### config.mk
export PLATFORM = sky130hd
export DESIGN_NAME = midpoint_circle_point_generator_unit
export DESIGN_NICKNAME = d
export VERILOG_FILES = /design/src/hw/rtl/mcpg_pkg.sv /design/src/hw/rtl/mcpg_front.sv /design/src/hw/rtl/mcpg_queue.sv /design/src/hw/rtl/mcpg_back.sv /design/src/hw/rtl/midpoint_circle_point_generator_unit.sv
export SDC_FILE = /design/constraint.sdc
export NUM_CORES = 1
export LEC_CHECK = 0
export BUFFER_PORTS_ARGS = -buffer_cell sky130_fd_sc_hd__buf_2
export CORE_MARGIN = 3
export CORE_UTILIZATION = 55
export DETAILED_ROUTE_END_ITERATION = 7
export PLACE_DENSITY = 0.7
export SYNTH_ARGS = -nofsm -noshare
export SYNTH_HDL_FRONTEND = slang
export SYNTH_SLANG_ARGS = --single-unit
### constraint.sdc
create_clock -name clk_i -period 11.7 [get_ports clk_i]
set_clock_uncertainty 0.05 [all_clocks]
set_input_delay 1.17 -clock clk_i [delete_from_list [all_inputs] [get_ports clk_i]]
set_output_delay 1.17 -clock clk_i [all_outputs]
set_load 0.02 [all_outputs]
### src/hw/rtl/mcpg_pkg.sv
// shared types and constants for the midpoint circle point generator
package mcpg_pkg;

  localparam int unsigned CoordW    = 12;
  localparam int unsigned RadiusW   = 10;
  localparam int unsigned OffsetW   = 11;
  localparam int unsigned DecisionW = 14;
  localparam int unsigned PointW    = 13;
  localparam int unsigned InDataW   = 40;
  localparam int unsigned OutDataW  = 32;
  localparam int unsigned NumPoints = 8;
  localparam int unsigned IdxW      = 3;

  typedef enum logic {
    CmdStart = 1'b0,
    CmdStep  = 1'b1
  } cmd_e;

  // one queued octant step: center, offsets before the step, finish flag
  typedef struct packed {
    logic signed [CoordW-1:0]  cx;
    logic signed [CoordW-1:0]  cy;
    logic signed [OffsetW-1:0] ox;
    logic signed [OffsetW-1:0] oy;
    logic                      done;
  } step_t;

  // queue status seen by the front
  typedef struct packed {
    logic full;
  } q_stat_t;

endpackage

### src/hw/rtl/mcpg_front.sv
// front part: accepts commands, holds the circle state and queues steps
module mcpg_front import mcpg_pkg::*; (
  input  logic                clk_i,
  input  logic                rst_ni,
  input  logic                in_valid_i,
  output logic                in_ready_o,
  input  logic [InDataW-1:0]  in_data_i,
  input  logic                in_user_i,
  input  q_stat_t             q_stat_i,
  output logic                push_o,
  output step_t               push_data_o
);

  logic signed [OffsetW-1:0]   ox_q, ox_d, oy_q, oy_d;
  logic signed [DecisionW-1:0] dec_q, dec_d;
  logic signed [CoordW-1:0]    cx_q, cx_d, cy_q, cy_d;
  logic                        active_q, active_d;

  logic                        accept;
  cmd_e                        cmd;
  logic [RadiusW-1:0]          radius;
  logic signed [DecisionW-1:0] ox_ext, oy_ext, rad_ext;
  logic signed [OffsetW-1:0]   ox_inc;
  logic                        done;

  assign in_ready_o = !q_stat_i.full;
  assign accept     = in_valid_i && in_ready_o;
  assign cmd        = cmd_e'(in_user_i);
  assign radius     = in_data_i[2*CoordW +: RadiusW];

  assign ox_ext  = DecisionW'(ox_q);
  assign oy_ext  = DecisionW'(oy_q);
  assign rad_ext = DecisionW'(signed'({1'b0, radius}));
  assign ox_inc  = ox_q + OffsetW'(1);

  always_comb begin
    ox_d     = ox_q;
    oy_d     = oy_q;
    dec_d    = dec_q;
    cx_d     = cx_q;
    cy_d     = cy_q;
    active_d = active_q;
    done     = 1'b0;
    push_o   = 1'b0;
    if (accept) begin
      if (cmd == CmdStart) begin
        cx_d     = in_data_i[0 +: CoordW];
        cy_d     = in_data_i[CoordW +: CoordW];
        ox_d     = '0;
        oy_d     = OffsetW'(signed'({1'b0, radius}));
        dec_d    = DecisionW'(3) - (rad_ext <<< 1);
        active_d = 1'b1;
      end else if (active_q) begin
        // decision update uses the offsets from before the step
        if (dec_q < 0) begin
          dec_d = dec_q + (ox_ext <<< 2) + DecisionW'(6);
        end else begin
          dec_d = dec_q + ((ox_ext - oy_ext) <<< 2) + DecisionW'(10);
          oy_d  = oy_q - OffsetW'(1);
        end
        ox_d   = ox_inc;
        done   = ox_inc > oy_d;
        push_o = 1'b1;
        if (done) begin
          active_d = 1'b0;
        end
      end
    end
  end

  assign push_data_o = '{cx: cx_q, cy: cy_q, ox: ox_q, oy: oy_q, done: done};

  always_ff @(posedge clk_i or negedge rst_ni) begin
    if (!rst_ni) begin
      ox_q     <= '0;
      oy_q     <= '0;
      dec_q    <= '0;
      cx_q     <= '0;
      cy_q     <= '0;
      active_q <= 1'b0;
    end else begin
      ox_q     <= ox_d;
      oy_q     <= oy_d;
      dec_q    <= dec_d;
      cx_q     <= cx_d;
      cy_q     <= cy_d;
      active_q <= active_d;
    end
  end

endmodule

### src/hw/rtl/mcpg_queue.sv
// short step queue between front and back
module mcpg_queue import mcpg_pkg::*; #(
  parameter int unsigned Depth = 2
) (
  input  logic    clk_i,
  input  logic    rst_ni,
  input  logic    push_i,
  input  step_t   push_data_i,
  output q_stat_t stat_o,
  output logic    valid_o,
  input  logic    pop_i,
  output step_t   data_o
);

  localparam int unsigned PtrW = (Depth > 1) ? $clog2(Depth) : 1;
  localparam int unsigned CntW = $clog2(Depth + 1);

  step_t           slots_q [Depth];
  logic [PtrW-1:0] wr_ptr_q, rd_ptr_q;
  logic [CntW-1:0] count_q;

  assign stat_o.full = (count_q == CntW'(Depth));
  assign valid_o     = (count_q != '0);
  assign data_o      = slots_q[rd_ptr_q];

  always_ff @(posedge clk_i) begin
    if (push_i) begin
      slots_q[wr_ptr_q] <= push_data_i;
    end
  end

  always_ff @(posedge clk_i or negedge rst_ni) begin
    if (!rst_ni) begin
      wr_ptr_q <= '0;
      rd_ptr_q <= '0;
      count_q  <= '0;
    end else begin
      if (push_i) begin
        wr_ptr_q <= (wr_ptr_q == PtrW'(Depth - 1)) ? '0 : wr_ptr_q + 1'b1;
      end
      if (pop_i) begin
        rd_ptr_q <= (rd_ptr_q == PtrW'(Depth - 1)) ? '0 : rd_ptr_q + 1'b1;
      end
      if (push_i && !pop_i) begin
        count_q <= count_q + 1'b1;
      end else if (pop_i && !push_i) begin
        count_q <= count_q - 1'b1;
      end
    end
  end

endmodule

### src/hw/rtl/mcpg_back.sv
// back part: expands one queued step into eight points, one per cycle while the output is not stalled
module mcpg_back import mcpg_pkg::*; (
  input  logic                clk_i,
  input  logic                rst_ni,
  input  logic                q_valid_i,
  input  step_t               q_data_i,
  output logic                pop_o,
  output logic                out_valid_o,
  input  logic                out_ready_i,
  output logic [OutDataW-1:0] out_data_o,
  output logic                out_last_o,
  output logic                out_user_o
);

  localparam logic [IdxW-1:0] LastIdx = IdxW'(NumPoints - 1);

  step_t                    cur_q;
  logic                     busy_q;
  logic [IdxW-1:0]          idx_q;
  logic                     out_valid_q;
  logic signed [PointW-1:0] px_q, py_q;
  logic                     last_q, done_q;

  logic                     adv;
  logic signed [OffsetW-1:0] ua, ub;
  logic signed [PointW-1:0] ea, eb, cxe, cye, px_d, py_d;

  assign adv   = busy_q && (!out_valid_q || out_ready_i);
  assign pop_o = q_valid_i && (!busy_q || (adv && idx_q == LastIdx));

  // bit 2 swaps the offsets, bit 1 negates the x term, bit 0 the y term
  always_comb begin
    ua   = idx_q[2] ? cur_q.oy : cur_q.ox;
    ub   = idx_q[2] ? cur_q.ox : cur_q.oy;
    ea   = PointW'(ua);
    eb   = PointW'(ub);
    cxe  = PointW'(cur_q.cx);
    cye  = PointW'(cur_q.cy);
    px_d = idx_q[1] ? (cxe - ea) : (cxe + ea);
    py_d = idx_q[0] ? (cye - eb) : (cye + eb);
  end

  always_ff @(posedge clk_i) begin
    if (pop_o) begin
      cur_q <= q_data_i;
    end
    if (adv) begin
      px_q   <= px_d;
      py_q   <= py_d;
      last_q <= (idx_q == LastIdx);
      done_q <= cur_q.done;
    end
  end

  always_ff @(posedge clk_i or negedge rst_ni) begin
    if (!rst_ni) begin
      busy_q      <= 1'b0;
      idx_q       <= '0;
      out_valid_q <= 1'b0;
    end else begin
      if (out_valid_q && out_ready_i) begin
        out_valid_q <= 1'b0;
      end
      if (adv) begin
        out_valid_q <= 1'b1;
        idx_q       <= idx_q + 1'b1;
        if (idx_q == LastIdx) begin
          busy_q <= 1'b0;
        end
      end
      if (pop_o) begin
        busy_q <= 1'b1;
        idx_q  <= '0;
      end
    end
  end

  assign out_valid_o = out_valid_q;
  assign out_data_o  = OutDataW'({py_q, px_q});
  assign out_last_o  = last_q;
  assign out_user_o  = done_q;

`ifndef SYNTHESIS
  a_pop_starts: assert property (@(posedge clk_i) disable iff (!rst_ni)
    pop_o |=> (busy_q && idx_q == '0))
    else $error("step load did not restart the point counter");
  a_last_beat: assert property (@(posedge clk_i) disable iff (!rst_ni)
    (adv && idx_q == LastIdx) |=> (out_valid_q && last_q))
    else $error("eighth point not marked last");
  a_no_overlap: assert property (@(posedge clk_i) disable iff (!rst_ni)
    (busy_q && !adv) |-> !pop_o)
    else $error("new step loaded while a step is still expanding");
`endif

endmodule

### src/hw/rtl/midpoint_circle_point_generator_unit.sv
// top level of the midpoint circle point generator
// usage:
//   slave stream carries commands: tuser = cmd (start or step), tdata holds
//   center_x, center_y and radius; only start uses the payload
//   a start transfer loads center and radius and produces nothing
//   a step transfer produces eight point transfers on the master stream,
//   tlast on the eighth, tuser set on all eight when the step ends the circle
//   a step while no circle runs is taken and dropped
// path: the first point of a step reaches the master side through the queue
//   slot, the back part's step register and then the point output register
// throughput: one point per cycle while the receiver does not stall, set by
//   the single point generator in the back part
// the front keeps accepting while the back expands a step, up to QueueDepth
//   steps waiting in the queue; when the receiver stalls the output register
//   holds its point, the back stops, then the queue fills and tready drops
// reset: no circle active, queue empty, master tvalid low
module midpoint_circle_point_generator_unit import mcpg_pkg::*; #(
  parameter int unsigned QueueDepth = 2
) (
  input  logic                clk_i,
  input  logic                rst_ni,
  input  logic                s_axis_tvalid,
  output logic                s_axis_tready,
  input  logic [InDataW-1:0]  s_axis_tdata,   // center_x[11:0], center_y[23:12], radius[33:24]
  input  logic                s_axis_tuser,   // cmd
  output logic                m_axis_tvalid,
  input  logic                m_axis_tready,
  output logic [OutDataW-1:0] m_axis_tdata,   // point_x[12:0], point_y[25:13]
  output logic                m_axis_tlast,   // last_of_step
  output logic                m_axis_tuser    // circle_done
);

  // front to queue
  logic    push;
  step_t   push_data;
  q_stat_t q_stat;

  // queue to back
  logic    q_valid;
  logic    pop;
  step_t   q_data;

  mcpg_front u_front (
    .clk_i       (clk_i),
    .rst_ni      (rst_ni),
    .in_valid_i  (s_axis_tvalid),
    .in_ready_o  (s_axis_tready),
    .in_data_i   (s_axis_tdata),
    .in_user_i   (s_axis_tuser),
    .q_stat_i    (q_stat),
    .push_o      (push),
    .push_data_o (push_data)
  );

  mcpg_queue #(
    .Depth (QueueDepth)
  ) u_queue (
    .clk_i       (clk_i),
    .rst_ni      (rst_ni),
    .push_i      (push),
    .push_data_i (push_data),
    .stat_o      (q_stat),
    .valid_o     (q_valid),
    .pop_i       (pop),
    .data_o      (q_data)
  );

  mcpg_back u_back (
    .clk_i       (clk_i),
    .rst_ni      (rst_ni),
    .q_valid_i   (q_valid),
    .q_data_i    (q_data),
    .pop_o       (pop),
    .out_valid_o (m_axis_tvalid),
    .out_ready_i (m_axis_tready),
    .out_data_o  (m_axis_tdata),
    .out_last_o  (m_axis_tlast),
    .out_user_o  (m_axis_tuser)
  );

endmodule
# Word-level counts from Yosys, hierarchy flattened
# Memory sizes are Yosys's and may differ from the RTL's. A register that Yosys moved wholly into a read port is not among the register bits.
# Cells that the tools add are included.
# totals
regBits	98
mem_bits_rw	94
out_inout_bits	36
n_memories	1
# op_classes
add_sub_neg	17
n_lt_le_gt_ge	2
eq_ne	3
muxes	37
bitwise_logic	1
reduce_logical	22
# memory_table
name	depth	word_bits	rd	rd_clocked_by_memory_dff	write_ports	line_no	source
u_queue.slots_q	2	47	1	1	1	mcpg_queue.sv:18	step_t slots_q [Depth];
# op_table
operator	count
11-bit two-way mux	10
14-bit two-way mux	3
12-bit by 11-bit adder with 13-bit output	2
13-bit two-way mux	2
12-bit by 11-bit subtractor with 13-bit output	2
1-bit two-way mux	18
14-bit by 13-bit adder with 14-bit output	1
14-bit adder	1
14-bit by 4-bit adder with 14-bit output (second input constant)	1
14-bit by 5-bit adder with 14-bit output (second input constant)	1
14-bit by 1-bit < comparator with 1-bit output (second input constant)	1
11-bit by 11-bit subtractor with 12-bit output	1
2-bit by 11-bit subtractor with 12-bit output (first input constant)	1
11-bit by 2-bit adder with 11-bit output (second input constant)	1
11-bit > comparator	1
11-bit by 2-bit subtractor with 11-bit output (second input constant)	1
2-bit nonzero test	5
1-bit logical AND	7
3-bit two-way mux	2
2-bit AND reduction	3
1-bit zero test	5
2-bit two-way mux	2
3-bit by 1-bit adder with 3-bit output (second input constant)	1
3-bit equality test (second input constant)	1
7 further kinds	9

# Logic depth before layout (Yosys ltp)
# depth
ltp_word	9
mapped_depth	19
mapped_depth_nobuf	19

# Hierarchy
# Synthesis repeated with hierarchy kept, for this count alone.
# hier_totals
cells_unflattened	1112
hier_area_um2	13264.0
# modules_own_cells
module	instances	cells_each	area_per_inst_um2
mcpg_front	1	563	5057.4
mcpg_back	1	387	4546.9
mcpg_queue	1	162	3659.8

# Worst setup path before layout
# OpenSTA, ideal clock, no wires.
# synth_path
kind	input to register
start	input m_axis_tready
end	register u_queue.count_q[1]
setup_ns	0.079
t_arrival_ns	4.727
t_required_ns	11.571
setup_slack_ns	6.844
path_stages	8
n_path_buf	0
cell_sequence	nand2b_1 > nand2_1 > a21oi_1 > inv_1 > ha_1 > xor2_1 > nor2_1 > xor2_1
# synth_via
elab_chain_len	8
word_cells_on_any_way	10
cone_classes	mux: 1; reduce/logical: 9
# synth_rtl
item	line_no	source
start, declared	midpoint_circle_point_generator_unit.sv:27	input logic m_axis_tready,
1-bit logical OR (*)	mcpg_back.sv:28	assign adv = busy_q && (!out_valid_q || out_ready_i);
1-bit logical AND (*)	mcpg_back.sv:28	
1-bit logical AND (*)	mcpg_back.sv:29	assign pop_o = q_valid_i && (!busy_q || (adv && idx_q == LastIdx));
1-bit logical OR (*)	mcpg_back.sv:29	
1-bit logical AND (*)	mcpg_back.sv:29	
named net pop	midpoint_circle_point_generator_unit.sv:40	logic pop;
1-bit zero test	mcpg_queue.sv:44	if (push_i && !pop_i) begin
1-bit logical AND	mcpg_queue.sv:44	
2-bit two-way mux / 2-bit nonzero test (equally long branches)	n/a	
end signal, assigned	mcpg_queue.sv:45	count_q <= count_q + 1'b1;
end signal, assigned	mcpg_queue.sv:47	count_q <= count_q - 1'b1;
end, declared	mcpg_queue.sv:20	logic [CntW-1:0] count_q;
# Mark *: on every way through the listed nets, which the timed path passes. The rest lies on a longest branch.
# A chain may end at the register's enable or synchronous reset.

# Worst setup path after layout
# layout_path
start	register u_front.ox_q[0]
end	register u_front.dec_q[13]
# layout_via
elab_chain_len	6
word_cells_on_any_way	8
cone_classes	add/sub: 5; mux: 3
# layout_rtl
item	line_no	source
start, declared	mcpg_front.sv:14	logic signed [OffsetW-1:0] ox_q, ox_d, oy_q, oy_d;
start signal, assigned	mcpg_front.sv:75	ox_q <= '0;
start signal, assigned	mcpg_front.sv:82	ox_q <= ox_d;
11-bit by 11-bit subtractor with 12-bit output	mcpg_front.sv:58	dec_d = dec_q + ((ox_ext - oy_ext) <<< 2) + DecisionW'(10);
14-bit adder	mcpg_front.sv:58	
14-bit by 5-bit adder with 14-bit output	mcpg_front.sv:58	
14-bit two-way mux (*)	mcpg_front.sv:55	if (dec_q < 0) begin
14-bit two-way mux (*)	mcpg_front.sv:53	end else if (active_q) begin
14-bit two-way mux (*)	mcpg_front.sv:46	if (cmd == CmdStart) begin
end signal, assigned	mcpg_front.sv:77	dec_q <= '0;
end signal, assigned	mcpg_front.sv:84	dec_q <= dec_d;
end, declared	mcpg_front.sv:15	logic signed [DecisionW-1:0] dec_q, dec_d;
# Mark *: on every way between the ends. The rest lies on a longest branch, timed or not. The select of a mux whose other input is x is not followed.

==> reports/qor.csv <==
metric,value,unit
"area fraction in and, or, nand and nor cells after synthesis",0.08435,
Placed Instances,1439,
GR Overflow Total,0,
crit path capture type,register,
vias in the first global route,8465,
main combinational cell family by area after synthesis,compound AO/OA/AOI/OAI gates,
Worst Path Required,12050,ps
Root Buffer,clkbuf_16,
fin crit share,0.4011,
TritonCTS Buffers,25,
Vias,8244,
Worst-path clk slew,60,ps
"most common cell after layout, fill and taps aside",edfxtp_1,
adder-cell area share of the yosys netlist,0.1029,
die height,159.1,microns
stages on the worst setup path,19,
worst setup margin,7007,ps
H-Tree Depth,1,
DR WL met2,12.41,mm
Port Buffers,68,
largest net degree at the start of global routing,70,
routability cong.,0.8816,
Via density,5.552,
initial antenna violation count,0,
mux cell area share after synthesis,0.08503,
crit path launch type,register,
WL met3,1.015,mm
Fin Hold WS,374.2,ps
CTS resizes,0,
relative slew slack,0.2984,
Bufs and invs on worst path,2,
asr flop ratio synth,0.2899,
M1 WL,11.31,mm
Routed Antenna Nets,0,
register bit total from synthesis,238,
Synth-to-Final Area Change,11.78,%
Max IR drop VDD,0.2753,mV
post-synthesis compound-gate area fraction,0.1079,
HPWL Detailed,18.46,mm
R2R Path Start,u_front.ox_q[0],
Setup WS pre-CTS,6972,ps
fin. max-slew vios,0,
RSZ-0062 raised after global routing,false,
Slowest Stage Delay on Critical Path,570,ps
Post-synth EDFFs,169,
Avg Inst Size Synth,11.96,sq um
starting density of the core,0.5642,
hold depth,0,
sequential-to-total area share from yosys stat,0.5277,
total iterations of the first detailed-routing run,5,
Die Width,159.1,microns
DRC viols,0,
Hold Path Class,register to register,
die area,25310,sq um
Yosys warning count,0,
Hold Buf Count CTS,0,
DR WL/cell,17.19,microns
Worst-Margin Slew,1045,ps
Worst R2R Path Depth,19,
Lkg Pwr,5.808,nW
hold_sp,u_back.cur_q[0],
"Core Util, Final",0.6307,
CTS tree,built,
Max Root-Sink Buffers,3,
PD cells,288.0,nW/um^2
Post-Synth XOR/XNOR Area,0.06455,
total negative setup slack,0,ps
all-layer global routing usage,0.2053,
Critical Path Source,u_front.ox_q[0],
Critical Path Fanout Max,9,
DRT iter0 DRCs,523,
post-layout min period,4693,ps
"Setup Fix Bufs, Post-CTS",0,
Synth Flop Type,edfxtp_1,
clk sinks,238,
Crit Path Class,register to register,
"slowest stage cell, crit path",a2111oi_0,
post-synthesis cell count,1078,
Mapped Area,12890,sq um
post-synthesis cell type count,57,
Top Layer Used,met4,
f_max,213.1,MHz
Fin. Hold Viols,0,
n_diodes,0,
clk_lat worst skew,530,ps
most frequent cells in the layout,"edfxtp_1, ha_1, mux2_2, nand2_1, dfrtp_1",
final wirelength,25.52,mm
Cell Rows,55,
MaxCap Viol Count,0,
status,"finished, final reports clean",
Core Box Area,22850,sq um
Final #Nets,1301,
crit path cell chain,inv_1 > ha_1 > inv_1 > fa_1 > a21o_1 > a21oi_1 > o21bai_1 > a2111oi_0 > nor2_1 > xnor2_1 > ha_1 > ha_1 > a21oi_1 > o31ai_1 > a221o_1 > a21oi_1 > xnor2_1 > xnor2_1 > a31oi_1,
"CP delay by family, top",compound AO/OA/AOI/OAI gates,
Worst EP arrival,5040,ps
I/O pin cnt,81,
layout cell share with drive strength beyond 1,0.1724,
Setup Viol. Count Final,0,
fin cells,1485,
first-pass GRT wire length,42.62,mm
[cells in the mapped netlist (8+ instances only)]
cell type | instances | area, sq um
a211oi_1 | 10 | 75.07
nand2b_1 | 14 | 87.58
a31oi_1 | 10 | 62.56
o21bai_1 | 8 | 60.06
edfxtp_1 | 169 | 5075
ha_1 | 98 | 1226
a21oi_1 | 58 | 290.3
nor2b_1 | 8 | 50.05
inv_1 | 52 | 195.2
nor2_1 | 68 | 255.2
nor3_1 | 29 | 145.1
clkbuf_1 | 23 | 86.33
o22ai_1 | 8 | 50.05
xnor2_1 | 61 | 534.3
xor2_1 | 34 | 297.8
mux2i_1 | 24 | 240.2
o31ai_1 | 8 | 60.06
nand3_1 | 16 | 80.08
o21a_1 | 12 | 90.09
a21o_1 | 10 | 75.07
nand2_1 | 68 | 255.2
o21ai_0 | 61 | 305.3
mux2_2 | 76 | 855.8
dfrtp_1 | 69 | 1727
[metal layers]
metal / vias to the layer above / track usage
li1: 4112 / -
met1: 3918 / 0.2649
met2: 163 / 0.3579
met3: 51 / 0.02653
met4: 0 / 0.07322
met5: - / 0
[worst register-to-register path: cells and delay by family, from the launching register on]
kind	cells	cell delay, ps
AOI/OAI and AO/OA	9	2050
adders and majority gates	4	1200
xor gates and xnor gates	3	490
DFF	1	470
buffers and inverters	2	200
and+or+nand+nor	1	130
[flip-flops by register name, indices dropped and copies added (netlist names)]
name	count
u_queue.wr_ptr_q	1
u_back.cur_q	47
u_front.dec_q	13
u_back.py_q	13
u_back.out_user_o	1
u_front.ox_q	11
u_front.active_q	1
u_front.cy_q	12
u_back.busy_q	1
u_back.idx_q	3
u_queue.rd_ptr_q	1
u_back.out_valid_o	1
u_queue.slots_q	94
u_front.cx_q	12
u_back.px_q	13
u_back.out_last_o	1
u_front.oy_q	11
u_queue.count_q	2
[logic make-up after synthesis]
| family | Yosys count |
|---|---|
| flip-flops | 238 |
| AND/OR/NAND/NOR | 230 |
| AO/OA/AOI/OAI | 224 |
| adder cells (fa/ha/maj) | 103 |
| multiplexers | 100 |
| XOR/XNOR | 95 |
| buffers and inverters | 87 |
| other | 1 |
[where the power goes]
part | switching (mW) | internal, mW
Clock | 0.319 | 0.474
Sequential | 0.158 | 1.23
Combinational | 1.10 | 0.874
Total | 1.57 | 2.58
[layout make-up]
class,count,area [sq um]
Timing Repair Buffer,77,410.4
Clock inverter,15,160.2
Clock buffer,31,669.4
Sequential cell,238,6803
Inverter,53,198.9
Multi-Input combinational cell,758,5776
Fill cell,1826,8438
Tap cell,313,391.6
[through the flow]
stage / area, sq um / total power, mW
after floorplan: 12910 / 2.930
after global routing: 14410 / 4.510
after CTS: 14410 / 4.188
after global placement: 13580 / 3.323
after detailed placement: 13580 / 3.378
final: 14410 / 4.149
[final timing paths]
check	to	slack, ps
worst min-delay path	u_back.out_user_o	370
worst max-delay path	u_front.dec_q[13]	7010
worst min register to register	u_back.out_user_o	370
max in group asynchronous	u_queue.rd_ptr_q	10180
min in group asynchronous	u_front.cx_q[10]	750
worst max register to register	u_front.dec_q[13]	7010
No activity file was read; power rests on OpenSTA's default activity.
